## config.mk

```make
export PLATFORM = sky130hd
export DESIGN_NAME = pattern_occurrence_counter_core
export DESIGN_NICKNAME = d
export VERILOG_FILES = /design/src/hdl/poc_pkg.sv /design/src/hdl/poc_cell.sv /design/src/hdl/poc_cell_row.sv /design/src/hdl/pattern_occurrence_counter_core.sv
export SDC_FILE = /design/constraint.sdc
export NUM_CORES = 1
export LEC_CHECK = 0
export ABC_AREA = 0
export BUFFER_PORTS_ARGS = -buffer_cell sky130_fd_sc_hd__buf_2
export CAP_MARGIN = 25
export CORE_MARGIN = 10
export CORE_UTILIZATION = 60
export CTS_BUF_LIST = sky130_fd_sc_hd__clkbuf_4 sky130_fd_sc_hd__clkbuf_8 sky130_fd_sc_hd__clkbuf_16
export DETAILED_ROUTE_END_ITERATION = 8
export PLACE_DENSITY_LB_ADDON = 0.25
export SLEW_MARGIN = 20
export SYNTH_ARGS = -nofsm -noshare
export SYNTH_HDL_FRONTEND = slang
export SYNTH_SLANG_ARGS = --single-unit
```

## constraint.sdc

```tcl
create_clock -name clk -period 8.86 [get_ports clk]
set_clock_uncertainty 0.05 [all_clocks]
set_input_delay 0.886 -clock clk [delete_from_list [all_inputs] [get_ports clk]]
set_output_delay 0.886 -clock clk [all_outputs]
set_load 0.03 [all_outputs]
```

## src/hdl/poc_pkg.sv

```systemverilog
`default_nettype none

package poc_pkg;

  // Width of the reported occurrence count.
  localparam int unsigned MATCH_W = 20;

  // Item kinds on the request channel.
  localparam logic KIND_PATTERN = 1'b0;
  localparam logic KIND_TEXT    = 1'b1;

  // One request on the input channel.
  typedef struct packed {
    logic       kind;
    logic [7:0] symbol;
    logic       last;
  } poc_in_t;

  // One result on the output channel.
  typedef struct packed {
    logic [MATCH_W-1:0] match_count;
    logic               pattern_overflow;
  } poc_out_t;

  // Control that the top level broadcasts to every cell.
  typedef struct packed {
    logic shift;  // a text byte steps through the row
    logic clear;  // drop all partial matches
    logic load;   // a pattern byte is written into the selected cell
  } poc_ctrl_t;

endpackage

`default_nettype wire

```

## src/hdl/poc_cell.sv

```systemverilog
`default_nettype none

module poc_cell (
  input  wire logic               clk,
  input  wire logic               rst_n,
  input  wire poc_pkg::poc_ctrl_t ctrl,
  input  wire logic               load_sel,
  input  wire logic [7:0]         symbol,
  input  wire logic               match_prev,
  output logic                    match_r,
  output logic                    match_nxt
);
  import poc_pkg::*;

  logic [7:0] pat_byte_r;

  // This cell extends the neighbor's prefix match by one byte.
  assign match_nxt = match_prev && (symbol == pat_byte_r);

  // Pattern byte held by this cell.
  always_ff @(posedge clk) begin
    if (ctrl.load && load_sel) begin
      pat_byte_r <= symbol;
    end
  end

  // Prefix match flag: the last few text bytes equal the pattern up to this cell.
  always_ff @(posedge clk) begin
    if (!rst_n) begin
      match_r <= 1'b0;
    end else if (ctrl.clear) begin
      match_r <= 1'b0;
    end else if (ctrl.shift) begin
      match_r <= match_nxt;
    end
  end

endmodule

`default_nettype wire

```

## src/hdl/poc_cell_row.sv

```systemverilog
`default_nettype none

module poc_cell_row #(
  parameter int unsigned MAX_PATTERN = 64,
  localparam int unsigned IDX_W = (MAX_PATTERN > 1) ? $clog2(MAX_PATTERN) : 1,
  localparam int unsigned LEN_W = $clog2(MAX_PATTERN + 1)
) (
  input  wire logic               clk,
  input  wire logic               rst_n,
  input  wire poc_pkg::poc_ctrl_t ctrl,
  input  wire logic [IDX_W-1:0]   load_idx,
  input  wire logic [7:0]         symbol,
  input  wire logic [LEN_W-1:0]   pattern_len,
  output logic                    hit
);
  import poc_pkg::*;

  logic [MAX_PATTERN-1:0] match_r;
  logic [MAX_PATTERN-1:0] match_nxt;
  logic [LEN_W-1:0]       tail_pos;

  // Cell i holds pattern byte i and hands its match flag to cell i+1.
  for (genvar i = 0; i < MAX_PATTERN; i++) begin : g_cell
    logic match_prev;
    if (i == 0) begin : g_head
      assign match_prev = 1'b1;
    end else begin : g_link
      assign match_prev = match_r[i-1];
    end

    poc_cell u_cell (
      .clk       (clk),
      .rst_n     (rst_n),
      .ctrl      (ctrl),
      .load_sel  (load_idx == IDX_W'(i)),
      .symbol    (symbol),
      .match_prev(match_prev),
      .match_r   (match_r[i]),
      .match_nxt (match_nxt[i])
    );
  end

  // A full match shows at the cell of the final pattern byte; an empty pattern always hits.
  assign tail_pos = pattern_len - LEN_W'(1);
  assign hit = (pattern_len == '0) || match_nxt[tail_pos[IDX_W-1:0]];

endmodule

`default_nettype wire

```

## src/hdl/pattern_occurrence_counter_core.sv

```systemverilog
// Pattern occurrence counter.
// Requests arrive on in_valid/in_ready with in_data (kind, symbol, last). Pattern
// bytes (kind 0) are loaded first, the final one marked by last. Text bytes
// (kind 1) then stream through a row of MAX_PATTERN cells, one cell per pattern
// byte, and every position where the newest text bytes equal the pattern adds
// one to a saturating count. The text byte marked last produces one result on
// out_valid/out_ready: the count and the pattern overflow flag; the count then
// restarts while the pattern is kept. A pattern byte after a text starts over.
// Pattern bytes beyond MAX_PATTERN are dropped and flag an overflow (count zero).
// Throughput is one request per cycle unless stalled; the cell row advances by
// one byte per accepted text byte. A result is registered and appears in the
// cycle after the final text byte is accepted. While a result waits on a stalled
// receiver, in_ready is low. Reset (rst_n low, synchronous) clears the pattern
// length, the match flags, the count and out_valid; no clearing pass is needed.
`default_nettype none

module pattern_occurrence_counter_core #(
  parameter int unsigned MAX_PATTERN = 64,
  parameter int unsigned COUNT_WIDTH = 20
) (
  input  wire logic             clk,
  input  wire logic             rst_n,
  input  wire logic             in_valid,
  output logic                  in_ready,
  input  wire poc_pkg::poc_in_t in_data,
  output logic                  out_valid,
  input  wire logic             out_ready,
  output poc_pkg::poc_out_t     out_data
);
  import poc_pkg::*;

  localparam int unsigned IDX_W = (MAX_PATTERN > 1) ? $clog2(MAX_PATTERN) : 1;
  localparam int unsigned LEN_W = $clog2(MAX_PATTERN + 1);
  localparam logic [LEN_W-1:0] LEN_MAX = LEN_W'(MAX_PATTERN);

  logic [LEN_W-1:0]       len_r, len_nxt, len_eff;
  logic                   done_r, done_nxt;
  logic                   ovf_r, ovf_nxt;
  logic [COUNT_WIDTH-1:0] count_r, count_nxt, count_plus;
  logic                   out_valid_r, out_valid_nxt;
  poc_out_t               out_data_r, out_data_nxt;

  logic      accept, pat_req, txt_req, new_case, room, hit, inc;
  poc_ctrl_t ctrl;
  logic [63:0] count_wide;

  // Accept while the result slot is free or being drained.
  assign in_ready = !out_valid_r || out_ready;
  assign accept   = in_valid && in_ready;
  assign pat_req  = accept && (in_data.kind == KIND_PATTERN);
  assign txt_req  = accept && (in_data.kind == KIND_TEXT);
  assign new_case = pat_req && done_r;

  // Pattern length as seen by this request after a possible restart.
  assign len_eff = new_case ? '0 : len_r;
  assign room    = len_eff < LEN_MAX;

  // Broadcast control to the cell row.
  assign ctrl.shift = txt_req;
  assign ctrl.clear = new_case || (txt_req && in_data.last);
  assign ctrl.load  = pat_req && room;

  poc_cell_row #(
    .MAX_PATTERN(MAX_PATTERN)
  ) u_row (
    .clk        (clk),
    .rst_n      (rst_n),
    .ctrl       (ctrl),
    .load_idx   (len_eff[IDX_W-1:0]),
    .symbol     (in_data.symbol),
    .pattern_len(len_r),
    .hit        (hit)
  );

  // Count this text byte unless overflowed or saturated.
  assign inc        = hit && !ovf_r && (count_r != '1);
  assign count_plus = count_r + COUNT_WIDTH'(inc);
  assign count_wide = 64'(count_plus);

  // Next state of pattern bookkeeping, count and result register.
  always_comb begin
    len_nxt       = len_r;
    done_nxt      = done_r;
    ovf_nxt       = ovf_r;
    count_nxt     = count_r;
    out_valid_nxt = out_valid_r && !out_ready;
    out_data_nxt  = out_data_r;
    if (pat_req) begin
      len_nxt   = room ? (len_eff + LEN_W'(1)) : len_eff;
      ovf_nxt   = (new_case ? 1'b0 : ovf_r) || !room;
      done_nxt  = in_data.last;
      count_nxt = new_case ? '0 : count_r;
    end else if (txt_req) begin
      done_nxt = 1'b1;
      if (in_data.last) begin
        count_nxt                     = '0;
        out_valid_nxt                 = 1'b1;
        out_data_nxt.match_count      = ovf_r ? '0 : count_wide[MATCH_W-1:0];
        out_data_nxt.pattern_overflow = ovf_r;
      end else begin
        count_nxt = count_plus;
      end
    end
  end

  always_ff @(posedge clk) begin
    if (!rst_n) begin
      len_r       <= '0;
      done_r      <= 1'b0;
      ovf_r       <= 1'b0;
      count_r     <= '0;
      out_valid_r <= 1'b0;
    end else begin
      len_r       <= len_nxt;
      done_r      <= done_nxt;
      ovf_r       <= ovf_nxt;
      count_r     <= count_nxt;
      out_valid_r <= out_valid_nxt;
    end
  end

  always_ff @(posedge clk) begin
    out_data_r <= out_data_nxt;
  end

  assign out_valid = out_valid_r;
  assign out_data  = out_data_r;

  // An overflowed pattern never accumulates occurrences.
  a_ovf_no_count: assert property (@(posedge clk) disable iff (!rst_n)
    ovf_r |-> (count_r == '0))
    else $error("count nonzero while pattern overflowed");

  // A reported overflow carries a zero count.
  a_ovf_result: assert property (@(posedge clk) disable iff (!rst_n)
    (out_valid_r && out_data_r.pattern_overflow) |-> (out_data_r.match_count == '0))
    else $error("overflow result with nonzero count");

  // The stored pattern length never exceeds the cell count.
  a_len_bound: assert property (@(posedge clk) disable iff (!rst_n)
    len_r <= LEN_MAX)
    else $error("pattern length beyond cell row");

  // Reset empties the result slot.
  a_reset_empty: assert property (@(posedge clk)
    !rst_n |=> !out_valid_r)
    else $error("result pending after reset");

endmodule

`default_nettype wire

```

=== Word level (Yosys, flattened, before mapping) ===
Cells that the tools add are included.
W data, S select, Z words.

* Register bits after elaboration: 626
* Input bits: 14

* $add $sub $neg: 3
* Order comparisons: 2
* Equal/unequal tests: 129
* Multiplexer cells: 14
* Bitwise gates (word level): 3
* Reductions and logical operators: 150

{| class="wikitable"
|+ Operators by type and width
! cell !! count
|-
| $eq A8 B8 Y1 || 64
|-
| $eq A6 B6 Y1 const B || 32
|-
| $logic_and A1 B1 Y1 || 136
|-
| $eq A6 B5 Y1 const B || 16
|-
| $mux W20 || 4
|-
| $eq A6 B4 Y1 const B || 8
|-
| $eq A6 B3 Y1 const B || 4
|-
| $add A20 B1 Y20 || 1
|-
| $ne A20 B20 Y1 const B || 1
|-
| $mux W7 || 2
|-
| $eq A6 B2 Y1 const B || 2
|-
| $add A7 B1 Y7 const B || 1
|-
| $logic_not A7 Y1 || 1
|-
| $lt A6 B7 Y1 const B || 1
|-
| $lt A7 B7 Y1 const B || 1
|-
| $mux W1 || 7
|-
| $bmux W1 S6 || 1
|-
| $eq A6 B1 Y1 const B || 1
|-
| $logic_not A6 Y1 || 1
|-
| $sub A6 B1 Y6 const B || 1
|-
| $logic_not A1 Y1 || 4
|-
| $logic_or A1 B1 Y1 || 4
|-
| $not A1 Y1 || 3
|-
| $reduce_and A3 Y1 || 1
|-
| 4 further kinds || 4
|}

=== Longest topological paths before layout ===
Gate-level depths: netlist of run 1.

* Word-level depth: 11
* Gate-level depth with buffers: 20
* Mapped depth without buffers: 18

=== Modules after synthesis ===
A second synthesis of run 1 with hierarchy kept.

* Cell total of the unflattened synthesis: 2121
* Area total of the unflattened synthesis: 28662.5 µm²

{| class="wikitable"
|+ By module, submodules not included
! module !! instances !! cells each !! area an instance (µm²) !! sequential area each (µm²)
|-
| poc_cell || 64 || 26 || 387.9 || 260.2
|-
| pattern_occurrence_counter_core || 1 || 282 || 2651.3 || 1231.2
|-
| poc_cell_row || 1 || 175 || 1187.4 || 0.0
|}

=== Least setup slack after synthesis of run 1 ===
No wires, ideal clock.

* Path type: input to register
* Start: input in_data[7] (netlist bit)
* End: register count_r[16]
* Setup time: 0.115 ns
* Arrival: 4.107 ns
* Setup slack: 4.588 ns
* Stages on the path: 18
* Buffers on the path: 2
* Cells stage by stage: buf_6 buf_2 xnor2_1 nand3_1 nor4_1 a211oi_1 nor4_2 mux2i_1 a2111oi_2 o31a_1 ha_1 ha_1 nand3_1 nor2_1 nand4_1 a21o_1 a21oi_1 nor2b_1

* Word-level cells in the longest chain between the ends: 11
* Elaborated cells between the ends (all ways): 136
* Those cells by class: 1 x add/sub; 64 x eq/ne; 5 x mux; 66 x reduce/logical

{| class="wikitable"
|+ RTL lines
! element !! line !! text
|-
| from (decl) || pattern_occurrence_counter_core.sv:25 || <nowiki>input wire poc_pkg::poc_in_t in_data,</nowiki>
|-
| $eq A8 B8 Y1 || poc_cell.sv:18 || <nowiki>assign match_nxt = match_prev && (symbol == pat_byte_r);</nowiki>
|-
| $logic_and A1 B1 Y1 || poc_cell.sv:18 ||
|-
| $bmux W1 S6 * || poc_cell_row.sv:45 || <nowiki>assign hit = (pattern_len == '0) || match_nxt[tail_pos[IDX_W-1:0]];</nowiki>
|-
| $mux W1 (not written as such) * || poc_cell_row.sv:45 ||
|-
| $logic_or A1 B1 Y1 * || poc_cell_row.sv:45 ||
|-
| $logic_and A1 B1 Y1 * (2 in series) || pattern_occurrence_counter_core.sv:76 || <nowiki>assign inc = hit && !ovf_r && (count_r != '1);</nowiki>
|-
| $add A20 B1 Y20 * || pattern_occurrence_counter_core.sv:77 || <nowiki>assign count_plus = count_r + COUNT_WIDTH'(inc);</nowiki>
|-
| $mux W20 * || pattern_occurrence_counter_core.sv:95 || <nowiki>if (in_data.last) begin</nowiki>
|-
| $mux W20 * || pattern_occurrence_counter_core.sv:93 || <nowiki>end else if (txt_req) begin</nowiki>
|-
| $mux W20 * || pattern_occurrence_counter_core.sv:88 || <nowiki>if (pat_req) begin</nowiki>
|-
| to (signal assigned) || pattern_occurrence_counter_core.sv:117 || <nowiki>count_r <= count_nxt;</nowiki>
|-
| to (decl) || pattern_occurrence_counter_core.sv:39 || <nowiki>logic [COUNT_WIDTH-1:0] count_r, count_nxt, count_plus;</nowiki>
|}

Every way passes the cells marked *; elsewhere a longest branch is shown, timed or not. The select of a mux whose other input is x is not followed.
A chain may end at the register's enable or synchronous reset.

=== Worst setup path after layout of run 1 ===
* Start: register len_r[0]
* End: register count_r[16]

* Word-level cells in the longest chain between the ends: 10
* Elaborated cells between the ends (all ways): 11
* Those cells by class: 2 x add/sub; 5 x mux; 4 x reduce/logical

{| class="wikitable"
|+ RTL lines
! element !! line !! text
|-
| from (decl) || pattern_occurrence_counter_core.sv:36 || <nowiki>logic [LEN_W-1:0] len_r, len_nxt, len_eff;</nowiki>
|-
| from (signal assigned) || pattern_occurrence_counter_core.sv:114 || <nowiki>len_r <= len_nxt;</nowiki>
|-
| $sub A6 B1 Y6 || poc_cell_row.sv:44 || <nowiki>assign tail_pos = pattern_len - LEN_W'(1);</nowiki>
|-
| $bmux W1 S6 || poc_cell_row.sv:45 ||
|-
| $mux W1 (not written as such) || poc_cell_row.sv:45 ||
|-
| $logic_or A1 B1 Y1 * || poc_cell_row.sv:45 ||
|-
| $logic_and A1 B1 Y1 * (2 in series) || pattern_occurrence_counter_core.sv:76 ||
|-
| $add A20 B1 Y20 * || pattern_occurrence_counter_core.sv:77 ||
|-
| $mux W20 * || pattern_occurrence_counter_core.sv:95 ||
|-
| $mux W20 * || pattern_occurrence_counter_core.sv:93 ||
|-
| $mux W20 * || pattern_occurrence_counter_core.sv:88 ||
|}

Marked as above.

==> results of run 1 <==
-- cell usage after synthesis (18+ instances only) --
| master | number |
|---|---|
| buf_6 | 23 |
| clkbuf_1 | 45 |
| dfxtp_1 | 93 |
| nand2_1 | 161 |
| nand4_1 | 58 |
| nor2b_1 | 22 |
| a21oi_1 | 71 |
| xnor2_1 | 401 |
| nand3_1 | 73 |
| nor4_1 | 57 |
| edfxtp_1 | 533 |
| xor2_1 | 137 |
| nor2_1 | 139 |
| nor3_1 | 59 |
| buf_2 | 18 |
-- layer usage --
| layer | up-vias | global-route usage (%) |
|---|---|---|
| li1 | 7315 | - |
| met2 | 543 | 34.4 |
| met1 | 7805 | 29.6 |
| met4 | 0 | 6.07 |
| met3 | 96 | 4.40 |
| met5 | - | 0 |
-- logic make-up after synthesis --
family	count (synthesis)	synth area share (%)
fa+ha+maj	7	0.320
flops	626	65.3
compound gates	137	3.06
buf+inv	113	2.63
xor+xnor	541	17.4
mux	14	0.530
simple gates	609	10.8
-- cell type report --
class / count / area (µm²)
multi-input cells: 1308 / 8800
inverters: 8 / 30.0
repair buffers: 61 / 463
clock buffers: 85 / 1770
clock inverters: 30 / 277
flip-flops and latches: 626 / 17900
well taps: 600 / 751
fillers: 3211 / 15200
-- how the worst min path moves through the flow --
| stage | from | slack, ns | to | cells after the start |
|---|---|---|---|---|
| floorplan | u_row.g_cell[57].u_cell.match_r$_SDFFE_PP0P_ | 0.38 | u_row.g_cell[57].u_cell.match_r$_SDFFE_PP0P_ | 2 |
| global placement | u_row.g_cell[4].u_cell.match_r$_SDFFE_PP0P_ | 0.39 | u_row.g_cell[4].u_cell.match_r$_SDFFE_PP0P_ | 2 |
| detailed placement | u_row.g_cell[61].u_cell.match_r$_SDFFE_PP0P_ | 0.40 | u_row.g_cell[61].u_cell.match_r$_SDFFE_PP0P_ | 2 |
| CTS | u_row.g_cell[62].u_cell.match_r$_SDFFE_PP0P_ | 0.40 | u_row.g_cell[62].u_cell.match_r$_SDFFE_PP0P_ | 2 |
| global route | u_row.g_cell[62].u_cell.match_r$_SDFFE_PP0P_ | 0.41 | u_row.g_cell[62].u_cell.match_r$_SDFFE_PP0P_ | 2 |
| finish | u_row.g_cell[61].u_cell.match_r$_SDFFE_PP0P_ | 0.40 | u_row.g_cell[61].u_cell.match_r$_SDFFE_PP0P_ | 2 |
-- sequential cells by signal, indices dropped and copies added (netlist names) --
register and count:
out_valid 1, len_r 7, out_data 21, ovf_r 1, done_r 1, u_row.g_cell.u_cell.match_r 63
count_r 20, u_row.g_cell.u_cell.pat_byte_r 512
-- worst max-delay path: cells and delay by family (launching register included) --
kind                       cells  cell delay (ns)
buffers and inverters          1             0.29
and+or+nand+nor                6             2.02
xor gates and xnor gates       1             0.43
AOI/OAI and AO/OA              6             1.63
adders and majority gates      3             0.74
DFF                            1             0.31
-- power groups by stage --
stage	clock network, W	registers, W	logic, W
final	0.00261	0.00320	0.000366
after detailed placement	0	0.00326	0.000365
after floorplan	0	0.00326	0.000246
after global routing	0.00277	0.00320	0.000395
after global placement	0	0.00326	0.000358
after CTS	0.00265	0.00320	0.000368
-- per-stage QoR --
step	worst slack (ns)	power (W)
2_1_floorplan	4.59	0.00351
3_3_place_gp	2.94	0.00362
3_5_place_dp	2.80	0.00363
4_1_cts	3.44	0.00622
5_1_grt	3.04	0.00636
6_report	3.29	0.00618
==> impl_metrics.ini, run 1 <==
[sta]
fin_crit_ns = 5.57
hold_ws_ns = 0.402
finalCritPeriodShare_pct = 62.9
rsz0062_at_grt = no
maxSlewHeadroom_pct = 33.7
fin_tns_setup_ns = 0
worstMarginPinSlew_ns = 0.987
finalSetupViolCount = 0
clock.fmax_mhz = 179
finalHoldViolCount = 0
maxSlewViolCount = 0

[yosys]
synth_cell_types = 58
synth_top_cell_area_share_pct = 58.5
synth_seq_area_share_pct = 65.3
ys_seq_elements = 626
synthArstFlopShare_pct = 0
synth_edf_count = 533
syn_area_mm2 = 0.0274
synth_cells = 2047
synth_top_flop_cell = edfxtp_1
yosysTopAreaCell = edfxtp_1
avgSynthCellArea_um2 = 13.4
syn_nets = 2068
synthTopCellsByArea = edfxtp_1 (58%), xnor2_1 (13%), dfxtp_1 (6.8%)
yosys_warnings = 0

[clocking]
h-tree-depth = 2
cts_tree = done
cts_setup_buffers = 0
cts_root_buf = clkbuf_16
clock_latency_ns = 0.62
cts-hold-fix-buffers = 0
post_cts_resized = 0
cts_buffer_depth = 3
clkTransAtPathRegs_ns = 0.06
cts_made_buffers = 61
clock-sinks = 626

[finish]
layout-drive-gt1-share_pct = 8.78
syn_to_final_growth_pct = 9.50
final_common_cell = edfxtp_1
nets = 2087
layout_common_cells = edfxtp_1 (533), xnor2_1 (401), nand2_1 (161)
utilization_pct = 66.3
fin_cells = 2718
final_area_mm2 = 0.0300
n_antenna_cell = 0

[routing]
wirelength_um = 58200
vias_per_cell = 5.80
drc_errors = 0
drt-met1-wl_um = 25200
met2WireLength_um = 27200
ant_nets = 0
first_pass_iters = 8
wl_met3_um = 4340
drt-initial-drc-count = 1460
highest_layer = met4
via_count = 15800
wl_per_cell_um = 21.4

[setup_path]
critical_path_class = flop to flop
r2r_start = len_r[0]$_SDFFE_PN0P_
crit_arrival_ns = 6.04
crit_top_cell = ha_1
slowest_stage = nor4_1
worstSetupEndpointType = flop
critPathCapture = count_r[16]$_SDFFE_PN0P_
rrSetupSlack_ns = 3.29
path_max_fanout = 7
crit_path_start_kind = flop
rr_worst_depth = 17
worstSetupStartpoint = len_r[0]$_SDFFE_PN0P_
path_cells = inv_1 -> ha_1 -> xor2_2 -> nand2_1 -> nor4_1 -> o22ai_1 -> o2111a_1 -> a2111oi_2 -> o31a_1 -> ha_1 -> ha_1 -> nand3_1 -> nor2_1 -> nand4_1 -> a21o_1 -> a21oi_1 -> nor2b_1
cpPeakStageDelay_ns = 0.58
r2r-end = count_r[16]$_SDFFE_PN0P_
worstPathRequired_ns = 9.33

[run]
maxCapViolCount = 0

[power_and_ir_drop]
clkPwrFrac_pct = 42.3
seq_power_share_pct = 51.8
p_per_area_mw_per_mm2 = 206
ir_drop_mv = 0.148
p_int_w = 0.00485
p_leak_nw = 9.29
p_sw_w = 0.00133
p_comb_share_pct = 5.9
switching_share_pct = 21.5

[place]
dp_cells = 2603
post_dp_cell_area_mm2 = 0.0279
io_buffer_count = 36
place_congestion = 0.838
dp_hpwl_um = 34400

[floorplanning]
core_mm2 = 0.0452
die_y_um = 234
start_util_pct = 60.6
die_x_um = 234
num_rows = 78
dieArea_mm2 = 0.0545
io_pins = 37

[global_route]
grt_max_degree = 70
globalRouteOverflowTotal = 0
grt_pass1_vias = 15800
antenna_found_initial = 1
grt_usage_pct = 21.6
grt_pass1_wl_um = 91600

[hold_path]
hold_path.class = flop to flop

[status]
status = finished, final reports clean
Power figures use the tool's default switching activity.
==> run 2: changes to the inputs <==
Settings changed: CORE_UTILIZATION 60 to 57.
Clock period 8.86 ns to 4.9 ns, I/O delays scaled along.
==> run 2 against run 1 <==
  * Sequential power grew 81%
  * First-iteration DRC count grew 1.4%
  * Critical path depth is the same
  * Cell count grew 4.5%
  * Count of clock-buffer cells in the layout shrank 9
  * Highest routed layer unchanged
  * Worst hold slack lost 0.26 ns
==> impl_metrics.ini, run 2 (synthesis results as in run 1) <==
[status]
status = finished, final reports clean

[clocking]
clkTransAtPathRegs_ns = 0.07
cts_tree = done
cts_made_buffers = 61
cts_buffer_depth = 3
clock-sinks = 626
h-tree-depth = 2
cts_setup_buffers = 0
cts-hold-fix-buffers = 0
post_cts_resized = 0
clock_latency_ns = 0.64
cts_root_buf = clkbuf_16

[place]
dp_cells = 2724
place_congestion = 0.892
post_dp_cell_area_mm2 = 0.0290
io_buffer_count = 36
dp_hpwl_um = 41100

[finish]
regMostFlops = u_row.g_cell.u_cell.pat_byte_r
fin_cells = 2841
regArea_mm2 = 0.0179
nets = 2193
utilization_pct = 65.7
layout-drive-gt1-share_pct = 13.3
largest_reg_flops = 512
nFillCells = 3377
syn_to_final_growth_pct = 14.4
final_common_cell = edfxtp_1
layout_common_cells = edfxtp_1 (533), xnor2_1 (401), nand2_1 (161)
final_area_mm2 = 0.0313
multi_input_area_mm2 = 0.00880

[routing]
wl_per_cell_um = 22.1
wirelength_um = 62800
drc_errors = 0
drt-initial-drc-count = 1480
ant_nets = 0
first_pass_iters = 5
via_count = 16500
vias_per_cell = 5.79

[sta]
clock.fmax_mhz = 218
finalCritPeriodShare_pct = 93.5
fin_crit_ns = 4.58
maxSlewHeadroom_pct = 35.5
finalSetupViolCount = 0
maxSlewViolCount = 0
finalHoldViolCount = 0
rsz0062_at_grt = no
fin_tns_setup_ns = 0
worstMarginPinSlew_ns = 0.964

[floorplanning]
num_rows = 80
die_y_um = 239
dieArea_mm2 = 0.0572
die_x_um = 239
core_mm2 = 0.0476
start_util_pct = 57.4
io_pins = 37

[power_and_ir_drop]
p_per_area_mw_per_mm2 = 374
p_leak_nw = 10.0
ir_drop_mv = 0.287

[setup_path]
worstPathRequired_ns = 5.20
worstSetupEndpointType = flop
critical_path_class = flop to flop
crit_path_start_kind = flop
crit_arrival_ns = 4.88
path_max_fanout = 14

[global_route]
antenna_found_initial = 0
grt_pass1_wl_um = 97800
grt_pass1_vias = 16400
grt_usage_pct = 22.1
grt_max_degree = 48
globalRouteOverflowTotal = 0

[hold_path]
hold_path.class = input port to flop

[run]
maxCapViolCount = 0
-- run 2: cell types whose count changed in the layout (fill, tap and decap cells not counted), sizes merged --
cell / delta
buf: +106
bufinv: +8
diode: +1
clkbuf: -9
clkinvlp: +3
clkinv: -3
inv: +2
-- run 2: area by class of cell --
class,count,area share (%)
Sequential cell,626,57.1
Multi-Input combinational cell,1308,28.1
Clock buffer,76,5.38
Timing Repair Buffer,167,5.04
Tap cell,615,2.46
Clock inverter,40,1.79
Inverter,8,0.0960
Antenna cell,1,0.00800
-- run 2: routing by layer --
| layer | global-route usage [%] | vias up | routed length, µm |
|---|---|---|---|
| li1 | - | 7533 | - |
| met1 | 30.6 | 8242 | 27400 |
| met2 | 35.5 | 567 | 29300 |
| met3 | 3.85 | 109 | 4490 |
| met4 | 6.31 | 0 | 1560 |
| met5 | 0 | - | 0 |
-- run 2: stage by stage --
| stage | hold slack (ns) | power, W | worst slack, ns |
|---|---|---|---|
| after floorplan | 0.377 | 0.00635 | 1.02 |
| after global routing | 0.131 | 0.0120 | 0.0270 |
| final | 0.141 | 0.0117 | 0.321 |
| after detailed placement | 0.396 | 0.00666 | 0.0650 |
| after global placement | 0.388 | 0.00664 | 0.0211 |
| after CTS | 0.114 | 0.0118 | 0.223 |
-- run 2: worst max-delay path, stage by stage (launching register included) --
cell and delay [ns]:
dfxtp_1 0.40, inv_1 0.07, ha_2 0.39, buf_4 0.25, nor4_1 0.62, nor3_1 0.14, nor4_2 0.25, mux2i_1 0.13
a2111oi_2 0.58, o31a_1 0.25, ha_1 0.20, and3_1 0.19, nand2_1 0.07, nor2_1 0.16, buf_4 0.16, nand3_1 0.14
xor2_1 0.18, nor2_1 0.06
-- run 2: final timing paths --
path                                                                  start                                     endpoint  slack (ns)  depth (start not counted)
worst max-delay path                                  len_r[1]$_SDFFE_PN0P_                   out_data[20]$_SDFFCE_PP0P_        0.32                         17
worst min-delay path                                             in_data[0]                          done_r$_SDFFE_PN0P_        0.14                          2
worst max register to register                        len_r[1]$_SDFFE_PN0P_                   out_data[20]$_SDFFCE_PP0P_        0.32                         17
worst min register to register  u_row.g_cell[6].u_cell.match_r$_SDFFE_PP0P_  u_row.g_cell[6].u_cell.match_r$_SDFFE_PP0P_        0.41                          2
-- run 2: where the power goes --
part	total (W)	switching, W	internal [W]
registers	0.00578	0.00000469	0.00578
logic	0.000766	0.000475	0.000291
clock network	0.00515	0.00203	0.00313
